<file path="config.mk">
export PLATFORM = sky130hd
export DESIGN_NAME = nmsc_ctrl
export DESIGN_NICKNAME = d
export VERILOG_FILES = /design/src/hdl/nmsc_pkg.sv /design/src/hdl/nmsc_ctrl.sv
export SDC_FILE = /design/constraint.sdc
export NUM_CORES = 1
export LEC_CHECK = 0
export ABC_AREA = 0
export BUFFER_PORTS_ARGS = -buffer_cell sky130_fd_sc_hd__buf_4
export CAP_MARGIN = 20
export CORE_MARGIN = 1.5
export CORE_UTILIZATION = 44
export CTS_BUF_LIST = sky130_fd_sc_hd__clkbuf_8
export DETAILED_ROUTE_END_ITERATION = 10
export PLACE_DENSITY = 0.69
export SETUP_SLACK_MARGIN = 0.15
export SYNTH_ARGS = -nofsm -noshare
export SYNTH_HDL_FRONTEND = slang
export SYNTH_SLANG_ARGS = --single-unit
</file>
<file path="constraint.sdc">
create_clock -name aclk -period 1.98 [get_ports aclk]
set_input_delay 0.396 -clock aclk [delete_from_list [all_inputs] [get_ports aclk]]
set_output_delay 0.396 -clock aclk [all_outputs]
set_load 0.01 [all_outputs]
</file>
<file path="src/hdl/nmsc_pkg.sv">
package nmsc_pkg;

    localparam int MaxWidth  = 4096;
    localparam int MaxHeight = 4096;
    localparam int ColW      = $clog2(MaxWidth);
    localparam int RowW      = $clog2(MaxHeight);
    localparam int PixW      = 24;
    localparam int CfgIdxW   = 3;
    localparam int CfgDataW  = 20;

    localparam logic [CfgIdxW-1:0] RegWidth  = 3'd0;
    localparam logic [CfgIdxW-1:0] RegHeight = 3'd1;
    localparam logic [CfgIdxW-1:0] RegFlat   = 3'd2;
    localparam logic [CfgIdxW-1:0] RegLow    = 3'd3;
    localparam logic [CfgIdxW-1:0] RegNormal = 3'd4;
    localparam logic [CfgIdxW-1:0] RegHigh   = 3'd5;

    localparam logic [2:0] CostFlat   = 3'd0;
    localparam logic [2:0] CostLow    = 3'd1;
    localparam logic [2:0] CostNormal = 3'd2;
    localparam logic [2:0] CostHigh   = 3'd3;
    localparam logic [2:0] CostWall   = 3'd4;

    // per-item facts the datapath reports to the controller
    typedef struct packed {
        logic need_inner;   // result for (c-1, r-1), or (c, 0) in row 0
        logic need_edge;    // wall at (W-1, r-1)
        logic need_bottom;  // wall at (c, r)
        logic inner_wall;   // inner result is a border pixel
        logic frame_end;
    } nmsc_status_t;

    // controller commands to the datapath
    typedef struct packed {
        logic       accept;      // take the input item, start reads
        logic       window;      // shift window with read data
        logic       mult;        // register squares
        logic       prod;        // register threshold products
        logic       load_out;    // load output register
        logic [1:0] out_sel;     // 0 inner, 1 edge, 2 bottom
        logic       out_last;
    } nmsc_cmd_t;

    localparam logic [1:0] SelInner  = 2'd0;
    localparam logic [1:0] SelEdge   = 2'd1;
    localparam logic [1:0] SelBottom = 2'd2;

endpackage

</file>
<file path="src/hdl/nmsc_ctrl.sv">
module nmsc_ctrl (
    input  logic                   aclk,
    input  logic                   aresetn,
    input  logic                   s_valid,
    output logic                   s_ready,
    output logic                   m_valid,
    input  logic                   m_ready,
    input  nmsc_pkg::nmsc_status_t status,
    output nmsc_pkg::nmsc_cmd_t    cmd
);

    typedef enum logic [5:0] {
        S_IDLE  = 6'b000001,
        S_READ  = 6'b000010,
        S_MULT  = 6'b000100,
        S_PROD  = 6'b001000,
        S_EMIT  = 6'b010000,
        S_WAIT  = 6'b100000
    } state_t;

    state_t     state_reg, state_next;
    logic [1:0] sel_reg, sel_next;
    logic       mvalid_reg, mvalid_next;

    // choose next result after sel, given what is required
    function automatic logic [1:0] pick(input logic [2:0] need, input logic [1:0] from);
        logic [1:0] r;
        r = nmsc_pkg::SelBottom;
        for (int k = 2; k >= 0; k--) begin
            if (need[k] && 2'(k) >= from) r = 2'(k);
        end
        return r;
    endfunction

    logic [2:0] need;
    logic       has_more;
    assign need = {status.need_bottom, status.need_edge, status.need_inner};
    always_comb begin
        has_more = 1'b0;
        for (int k = 0; k < 3; k++) begin
            if (need[k] && 2'(k) > sel_reg) has_more = 1'b1;
        end
    end

    assign s_ready = state_reg == S_IDLE;
    assign m_valid = mvalid_reg;

    always_comb begin
        state_next  = state_reg;
        sel_next    = sel_reg;
        mvalid_next = mvalid_reg && !m_ready;
        cmd         = '0;
        unique case (state_reg)
            S_IDLE: begin
                cmd.accept = s_valid;
                if (s_valid) state_next = S_READ;
            end
            S_READ: begin
                cmd.window = 1'b1;
                state_next = S_MULT;
            end
            S_MULT: begin
                cmd.mult   = 1'b1;
                state_next = S_PROD;
            end
            S_PROD: begin
                cmd.prod = 1'b1;
                // an item that only fills the window causes no result
                if (need == '0) begin
                    state_next = S_IDLE;
                end else begin
                    sel_next   = pick(need, 2'd0);
                    state_next = S_EMIT;
                end
            end
            S_EMIT: begin
                if (!mvalid_reg || m_ready) begin
                    cmd.load_out = 1'b1;
                    cmd.out_sel  = sel_reg;
                    cmd.out_last = !has_more;
                    mvalid_next  = 1'b1;
                    if (has_more) begin
                        sel_next = pick(need, sel_reg + 2'd1);
                    end else begin
                        state_next = S_WAIT;
                    end
                end
            end
            S_WAIT: begin
                if (!mvalid_reg || m_ready) state_next = S_IDLE;
            end
            default: state_next = S_IDLE;
        endcase
    end

    always_ff @(posedge aclk) begin
        if (!aresetn) begin
            state_reg  <= S_IDLE;
            sel_reg    <= '0;
            mvalid_reg <= 1'b0;
        end else begin
            state_reg  <= state_next;
            sel_reg    <= sel_next;
            mvalid_reg <= mvalid_next;
        end
    end

endmodule

</file>
==> key figures, run 1 <==
Setup path
  • Worst endpoint required time: 1580 ps
  • CP Launch Type: flop
  • Critical Path End Type: output port
  • Reg2Reg Depth: 5
  • Worst path slowest cell: or4_4
  • CP Class: reg -> out
  • WP data arrival: 1590 ps
  • Crit path largest cell delay: 600 ps
  • CP Max Fanout: 6
  • Crit-path cells: or4_4 > nor4_4 > buf_4

CTS
  • Worst-skew pair later-pin latency: 240 ps
  • Clk buf depth: 2
  • Clock slew at reported path FFs: 50 ps
  • CTS tree: yes
  • CTS root buffer: clkbuf_8
  • Num CTS Buffers: 3
  • # H-tree levels: 1
  • Clock sink count: 9
  • # hold bufs at CTS: 0

Synth
  • Synth warn: 0
  • Gate Count Post-Synth: 76
  • Mapped cell area: between 600 and 700 um2
  • Unique masters post-synth: 35
  • Yosys top cell by area: dfxtp_1
  • Largest cells by area after synthesis: dfxtp_1 (27%), ha_1 (5.6%), and3_1 (4.7%)
  • Area share of the largest cell type after synthesis: 26.9%
  • Post-synthesis sequential area ratio: a little over a quarter
  • Avg Inst Size Synth: just under 9 um2
  • Yosys reg bits: 9
  • Mapped Nets: 88

Drt
  • Drt via density: 5.82
  • Via count: roughly 740
  • 1st-pass router iterations: 4
  • Initial DRC count: 16
  • DRC viols: 0
  • Drt wl/cell: 15.6 um
  • Final wirelength: between 1500 and 2000 um
  • DRT antenna net count: 0

Timing
  • Final Critical Period: about 2000 ps
  • Max Slew Vio Count: 0
  • Clock skew: 1.25 ps
  • Maximum clock rate: 502 MHz
  • Worst Tran Pin Value: between 300 and 400 ps
  • RSZ-0062 raised after global routing: true
  • Setup-failing EPs final: 1
  • Final Hold Fails: 0
  • Fin Hold WS: between 400 and 500 ps
  • Max-slew headroom: 74.0%
  • Final WS setup: -10.8 ps
  • Final Cycle Share: 101%

Place
  • PortBufs: 16
  • DP Wirelength: 1160 um
  • Gpl congestion: between 0.7 and 0.8

Global routing
  • Total track usage: 21.6%
  • GRT overflow: 0
  • Largest net degree at the start of global routing: 9
  • First-pass GRT wire length: approximately 3000 um
  • Vias in the first global route: 638
  • Initial antenna violation count: 0

Power
  • Register share of total power: between 20% and 30%
  • Power Internal: 494 uW
  • Net Sw Frac: 32.5%
  • Static leakage: 0.000485 uW
  • P_sw: 238 uW
  • Gate power share: 40.5%
  • Power Density: 641 mW/mm2
  • VDD IR max: 0.647 mV
  • Clock power share: 29.9%

Floorplan
  • Die area: 0.00176 mm2
  • Ports: 19
  • Die W: 42.0 um
  • Initial Util: 49.0%
  • CORE AREA: 0.00137 mm2
  • Row count: 13
  • Die Y: 42.0 um

Layout
  • P&R area growth vs syn: 70.5%
  • ANT cells: 0
  • Commonest non-fill, non-tap cell in the layout: buf_4
  • Commonest non-fill, non-tap cells in the layout: buf_4 (31), nor3_1 (5), and3_1 (5), dfxtp_2 (5), buf_6 (4)
  • Final layout net count: around 130
  • Max reg flops: 6
  • Layout cell share with drive strength beyond 1: 65.2%
  • Util after Layout: 83.5%

Flow run
  • Max-cap violations: 0

Worst hold path
  • Hold Crit Depth: 3
  • HP Class: in -> reg

Run status
  • Status: complete, but fails checks
  • Failing checks: negative setup slack
-- final cells by class --
class                      instances  area (um2)
multi-input combinational         60         593
sequential                         9         190
clock inverter                     1        5.00
inverter                           4        15.0
tap                               15        18.8
fill                              81         225
clock buffer                       3        41.3
timing repair buffer              35         278
-- cell families (layout without fill, tap and decap cells) --
group	after synthesis	after routing	share of synthesized area, %
simple gates	39	39	38.7
compound gates	16	16	21.7
flops	9	9	26.9
buf+inv	7	43	4.48
fa+ha+maj	3	3	5.61
xor+xnor	2	2	2.62
-- path summary, 6_finish.rpt --
check	endpoint	slack (ps)	from
min reg2reg	state_reg[5]	640	state_reg[5]
max reg2reg	sel_reg[0]	130	state_reg[4]
min	state_reg[4]	430	aresetn
max	cmd[1]	-10	state_reg[2]
-- cell usage after synthesis --
library cell,instances
and2_1,1
a21oi_1,1
ha_1,3
nor2_1,2
o21a_1,2
inv_1,4
and2b_1,1
nor3b_2,1
nor3b_1,3
nor4_1,4
or3_1,1
a211o_1,1
a211oi_1,1
o221ai_2,1
a22oi_1,1
nor2b_1,5
or3_2,1
xor2_1,2
and3_1,5
or4_1,3
a2111oi_4,1
o31a_1,1
a221o_1,1
o21ai_0,2
nand2b_1,1
a31oi_1,1
o31ai_1,1
buf_2,3
nor3_1,5
or3b_2,1
dfxtp_1,9
nor4b_4,1
o211ai_1,1
a21oi_2,1
nand2_1,4
-- stage by stage --
step / setup slack, ps / power, uW / cells / TNS, ps / cell area (um2)
after floorplan: 140 / 346 / 76 / 0 / 678
after global placement: 94.8 / 417 / 113 / 0 / 870
after detailed placement: 63.8 / 420 / 113 / 0 / 870
after CTS: -12.0 / 700 / 123 / -12.0 / 1040
after global routing: -57.3 / 777 / 127 / -116 / 1140
final: -10.8 / 732 / 127 / -10.8 / 1140
-- worst max-delay path, delay by kind of cell (launching register included) --
kind          cells  cell delay (ps)
buf+inv           1              160
flops             1              320
simple gates      2              880
-- power groups by stage --
| stage | Sequential, uW | Combinational [uW] | Clock (uW) |
|---|---|---|---|
| finish | 217 | 296 | 219 |
| global route | 219 | 322 | 236 |
| CTS | 215 | 264 | 221 |
| detailed placement | 215 | 205 | 0 |
| global placement | 214 | 203 | 0 |
| floorplan | 212 | 134 | 0 |
-- metal layers --
| layer | global-route usage [%] | wire length (um) | vias to the layer above |
|---|---|---|---|
| met2 | 35.0 | 954 | 19 |
| li1 | - | - | 364 |
| met1 | 27.2 | 871 | 348 |
| met5 | 0 | 0 | - |
| met3 | 7.76 | 88 | 8 |
| met4 | 5.16 | 62 | 0 |
-- timing repair --
item / CTS / global route
pin swaps: 10 / 13
gates resized for setup: 22 / 18
setup endpoints to repair: 11 / 16
buffers inserted: 6 / 4
No activity file was read; power rests on OpenSTA's default activity.
==> run 2, diff against run 1 <==
Clock period 1.98 ns to 2.5 ns, I/O delays scaled along.
==> key figures, run 2 (same netlist as run 1, synthesis figures left out) <==
CTS
  • Worst-skew pair later-pin latency: 240 ps (about the same)
  • CTS root buffer: clkbuf_8 (unchanged)
  • # H-tree levels: 1 (unchanged)
  • CTS tree: yes (unchanged)
  • Clk buf depth: 2 (unchanged)
  • Num CTS Buffers: 3 (unchanged)
  • Clock sink count: 9 (unchanged)
  • Clock slew at reported path FFs: 40 ps (was 50 ps)

Floorplan
  • Die area: 0.00176 mm2 (unchanged)
  • Die W: 42.0 um (unchanged)
  • Die Y: 42.0 um (unchanged)
  • Initial Util: 49.0% (unchanged)
  • Ports: 19 (unchanged)
  • CORE AREA: 0.00137 mm2 (unchanged)
  • Row count: 13 (unchanged)

Timing
  • Worst Tran Pin Value: 569 ps (was 386 ps)
  • Final WS setup: 253 ps (was -10.8 ps)
  • Clock skew: 0.412 ps (was 1.25 ps)
  • Final Cycle Share: 89.9%
  • RSZ-0062 raised after global routing: false (was true)
  • Setup-failing EPs final: 0 (was 1)
  • Max-slew headroom: 61.8% (was 74.0%)
  • Maximum clock rate: 445 MHz
  • Setup_tns: 0 ps (was -10.8 ps)
  • Max Slew Vio Count: 0 (unchanged)
  • Final Critical Period: 2250 ps
  • Final Hold Fails: 0 (unchanged)

Power
  • Static leakage: 0.000356 uW (was 0.000485 uW)
  • Register share of total power: 35.5% (was 29.7%)
  • Power Internal: 335 uW (was 494 uW)
  • P_sw: 155 uW (was 238 uW)
  • Net Sw Frac: 31.7% (was 32.5%)
  • Gate power share: 30.3% (was 40.5%)
  • Clock power share: 34.2% (was 29.9%)
  • Power Density: 583 mW/mm2 (was 641 mW/mm2)
  • VDD IR max: 0.467 mV (was 0.647 mV)

Drt
  • Final wirelength: 1510 um (was 1980 um)
  • 1st-pass router iterations: 4 (unchanged)
  • Drt wl/cell: 14.0 um (was 15.6 um)
  • Drt via density: 5.74 (was 5.82)
  • DRC viols: 0 (unchanged)
  • Initial DRC count: 7 (was 16)
  • DRT antenna net count: 0 (unchanged)
  • Via count: 620 (was 739)

Global routing
  • Total track usage: 18.3% (was 21.6%)
  • First-pass GRT wire length: 2460 um (was 2930 um)
  • GRT overflow: 0 (unchanged)
  • Initial antenna violation count: 0 (unchanged)
  • Largest net degree at the start of global routing: 10 (was 9)
  • Vias in the first global route: 555 (was 638)

Layout
  • Layout cell share with drive strength beyond 1: 29.0% (was 65.2%)
  • Max reg flops: 6 (unchanged)
  • Final layout net count: 106 (was 125)
  • Util after Layout: 61.6% (was 83.5%)
  • P&R area growth vs syn: 25.8% (was 70.5%)
  • Post-Layout Cell Count: 108 (was 127)
  • Commonest non-fill, non-tap cell in the layout: buf_4 (unchanged)
  • ANT cells: 0 (unchanged)
  • Commonest non-fill, non-tap cells in the layout: buf_4 (16), dfxtp_1 (9) (was buf_4 (31), nor3_1 (5), and3_1 (5), dfxtp_2 (5), buf_6 (4))

Place
  • PortBufs: 16 (unchanged)
  • Placed Cells: 104 (was 113)
  • DP Wirelength: 1090 um (was 1160 um)
  • Gpl congestion: 0.762 (was 0.771)
  • Dpl ws: 484 ps (was 63.8 ps)

Setup path
  • CP Class: reg -> out (unchanged)
  • Reg2Reg Depth: 6 (was 5)
  • CP Max Fanout: 9 (was 6)
  • Critical Path End Type: output port (unchanged)
  • R2R Setup Slk: 600 ps (was 130 ps)
  • CP Launch Type: flop (unchanged)
  • Crit path max-delay family: simple AND/OR/NAND/NOR gates (unchanged)
  • Crit-path cells: or4_1 > nor3b_1 > buf_4 (was or4_4 > nor4_4 > buf_4)
  • Worst path slowest cell: or4_1 (was or4_4)
  • WP data arrival: 1750 ps (was 1590 ps)
  • Worst r2r src: sel_reg[0] (was state_reg[4])
  • Critical path buffers and inverters: 1 (unchanged)
  • Crit path largest cell delay: 620 ps (was 600 ps)
  • R2R Path End: sel_reg[0] (unchanged)
  • Worst endpoint required time: 2000 ps (was 1580 ps)

Worst hold path
  • Hold Crit Depth: 2 (was 3)
  • HP Class: in -> reg (unchanged)
  • Hold EP: m_valid (was state_reg[4])
  • Hold Crit Start: aresetn (unchanged)

Flow run
  • Max-cap violations: 0 (unchanged)

Run status
  • Status: finished clean (was complete, but fails checks)
-- run 2: timing repair --
item | CTS | global route
setup buffers | 0 | 0
setup endpoints to repair | 0 | 2
resized for setup | 0 | 1
hold buffers | 0 | 0
-- run 2: final cells by class --
type	count	area [um2]
clock buffers	3	41.3
clock inverters	1	3.75
fillers	123	524
inverters	4	15.0
multi-input cells	60	463
flip-flops and latches	9	180
well taps	15	18.8
repair buffers	16	120
-- run 2: metal layers --
metal  up-vias  part of all wire, %  GRT usage [%]
met3         6                  3.7           8.19
met5         -                    0              0
met2         9                   44           25.3
li1        320                    -              -
met4         0                  3.6           7.74
met1       285                   48           24.2
-- run 2: worst max-delay path by stage --
stage	from	to	slack [ps]	depth (start not counted)
4_1_cts	state_reg[1]	cmd[0]	230	3
5_1_grt	state_reg[4]	cmd[4]	170	3
2_1_floorplan	state_reg[2]	cmd[7]	540	4
3_5_place_dp	state_reg[1]	cmd[0]	480	3
3_3_place_gp	state_reg[1]	cmd[0]	490	3
6_report	state_reg[4]	cmd[5]	250	3
-- run 2: metrics by stage --
| step | instance area, um2 | total power [uW] | hold WS [ps] |
|---|---|---|---|
| 3_5_place_dp | 793 | 316 | 581 |
| 5_1_grt | 842 | 515 | 548 |
| 2_1_floorplan | 669 | 271 | 541 |
| 6_report | 842 | 491 | 532 |
| 4_1_cts | 838 | 487 | 526 |
| 3_3_place_gp | 793 | 314 | 572 |
-- run 2: power by group through the flow --
stage / Sequential, uW / Clock (uW) / Combinational (uW)
floorplan: 168 / 0 / 103
global placement: 173 / 0 / 141
detailed placement: 174 / 0 / 143
CTS: 171 / 173 / 144
global route: 176 / 177 / 162
finish: 174 / 168 / 149
==> run 3, diff against run 2 <==
Settings changed: PLACE_DENSITY 0.69 to default, PLACE_DENSITY_LB_ADDON from default to 0.08.
Clock period 2.5 ns to 2.17 ns, I/O delays scaled along.
==> key figures, run 3 (same netlist as run 1, synthesis figures left out) <==
Run status
  • Status: finished clean (unchanged)

Drt
  • DRC viols: 0 (unchanged)
  • Via count: 664 (was 620)
  • DRT antenna net count: 0 (unchanged)
  • Drt wl/cell: 14.5 um (was 14.0 um)
  • 1st-pass router iterations: 4 (unchanged)
  • Final wirelength: 1640 um (was 1510 um)
  • Drt via density: 5.88 (was 5.74)
  • Initial DRC count: 11 (was 7)

Power
  • Static leakage: 0.000402 uW (was 0.000356 uW)
  • VDD IR max: 0.482 mV (was 0.467 mV)
  • Tot Pwr: 625 uW (was 491 uW)
  • Power Density: 630 mW/mm2 (was 583 mW/mm2)

Flow run
  • Max-cap violations: 0 (unchanged)

Worst hold path
  • HP Class: in -> reg (unchanged)

Timing
  • Maximum clock rate: between 400 and 500 MHz
  • Setup-failing EPs final: 0 (unchanged)
  • Clock skew: 4.35 ps (was 0.412 ps)
  • Max Slew Vio Count: 0 (unchanged)
  • Final Hold Fails: 0 (unchanged)
  • Max-slew headroom: 63.5% (was 61.8%)
  • Final WS setup: 161 ps (was 253 ps)
  • Final Cycle Share: between 90 and 100%
  • Final Critical Period: about 2000 ps
  • RSZ-0062 raised after global routing: true (was false)
  • Worst Tran Pin Value: 544 ps (was 569 ps)
  • Setup_tns: 0 ps (unchanged)

Setup path
  • Worst endpoint required time: 1740 ps (was 2000 ps)
  • CP Max Fanout: 7 (was 9)
  • Critical Path End Type: output port (unchanged)
  • CP Class: reg -> out (unchanged)
  • WP data arrival: 1580 ps (was 1750 ps)
  • R2R Setup Slk: 170 ps (was 600 ps)
  • CP Launch Type: flop (unchanged)

Floorplan
  • Die Y: 42.0 um (unchanged)
  • Die area: 0.00176 mm2 (unchanged)
  • Row count: 13 (unchanged)
  • Die W: 42.0 um (unchanged)
  • Initial Util: 49.0% (unchanged)
  • Ports: 19 (unchanged)
  • CORE AREA: 0.00137 mm2 (unchanged)

Layout
  • Commonest non-fill, non-tap cells in the layout: buf_4 (19), nor3_1 (5), and3_1 (5) (was buf_4 (16), dfxtp_1 (9))
  • Filler cell count: 110 (was 123)
  • Max reg flops: 6 (unchanged)
  • Layout cell share with drive strength beyond 1: 51.0% (was 29.0%)
  • FF/Latch Area: 193 um2 (was 180 um2)
  • Final layout net count: 111 (was 106)
  • P&R area growth vs syn: 48.0% (was 25.8%)
  • ANT cells: 0 (unchanged)
  • Multi-input logic area: 554 um2 (was 463 um2)
  • Util after Layout: 72.5% (was 61.6%)
  • Commonest non-fill, non-tap cell in the layout: buf_4 (unchanged)

Global routing
  • First-pass GRT wire length: 2530 um (was 2460 um)
  • Total track usage: 18.8% (was 18.3%)
  • GRT overflow: 0 (unchanged)
  • Vias in the first global route: 560 (was 555)
  • Initial antenna violation count: 0 (unchanged)
  • Largest net degree at the start of global routing: 10 (unchanged)

Place
  • Dpl ws: 222 ps (was 484 ps)
  • DP Wirelength: 1120 um (was 1090 um)
  • PortBufs: 16 (unchanged)
  • Gpl congestion: 0.740 (was 0.762)

CTS
  • Num CTS Buffers: 3 (unchanged)
  • Worst-skew pair later-pin latency: 230 ps (was 240 ps)
  • # H-tree levels: 1 (unchanged)
  • Clk buf depth: 2 (unchanged)
  • Clock slew at reported path FFs: 40 ps (about the same)
  • CTS tree: yes (unchanged)
  • Clock sink count: 9 (unchanged)
  • CTS root buffer: clkbuf_8 (unchanged)
==> run 3: worst paths after layout <==
kind,cells past startpoint,from,to
worst min-delay path,2,aresetn,m_valid
worst max-delay path,3,state_reg[1],cmd[3]
worst max register to register,6,state_reg[1],sel_reg[0]
worst min register to register,2,state_reg[4],state_reg[4]
==> run 3: per-stage QoR <==
| stage | instances | hold slack, ps | area [um2] |
|---|---|---|---|
| 6_report | 113 | 467 | 991 |
| 5_1_grt | 113 | 474 | 991 |
| 4_1_cts | 112 | 472 | 921 |
| 3_5_place_dp | 106 | 592 | 808 |
| 3_3_place_gp | 106 | 575 | 808 |
| 2_1_floorplan | 76 | 541 | 669 |
==> run 3: cell type report <==
| cell class | count | share of cell area, % |
|---|---|---|
| inverters | 4 | 1.52 |
| clock inverters | 1 | 0.379 |
| repair buffers | 21 | 16.7 |
| clock buffers | 3 | 4.17 |
| well taps | 15 | 1.89 |
| flip-flops and latches | 9 | 19.4 |
| multi-input cells | 60 | 55.9 |
==> run 3: critical path: stages (launching register included) <==
cell and delay (ps):
dfxtp_4 360, or4_4 620, nor3_1 220, buf_4 150
==> run 3: where the power goes <==
group,switching [uW],internal (uW)
clock,65.3,123
combinational,109,124
sequential,22.0,181
==> run 3: repair_timing <==
item                                    CTS  global route
hold buffers                              0             0
resized for setup                        15            15
endpoints found under the setup margin    7             8
pin swaps                                 2             9
hold endpoints to repair                  0             0
setup buffers                             2             1
==> run 3: per-layer routing <==
metal / global-route usage, % / share of wire [%] / wire length, um / up-vias
li1: - / - / - / 331
met1: 24.3 / 48 / 793 / 308
met2: 27.5 / 45 / 732 / 23
met3: 8.62 / 6.6 / 109 / 2
met4: 5.81 / 0.49 / 8 / 0
met5: 0 / 0 / 0 / -
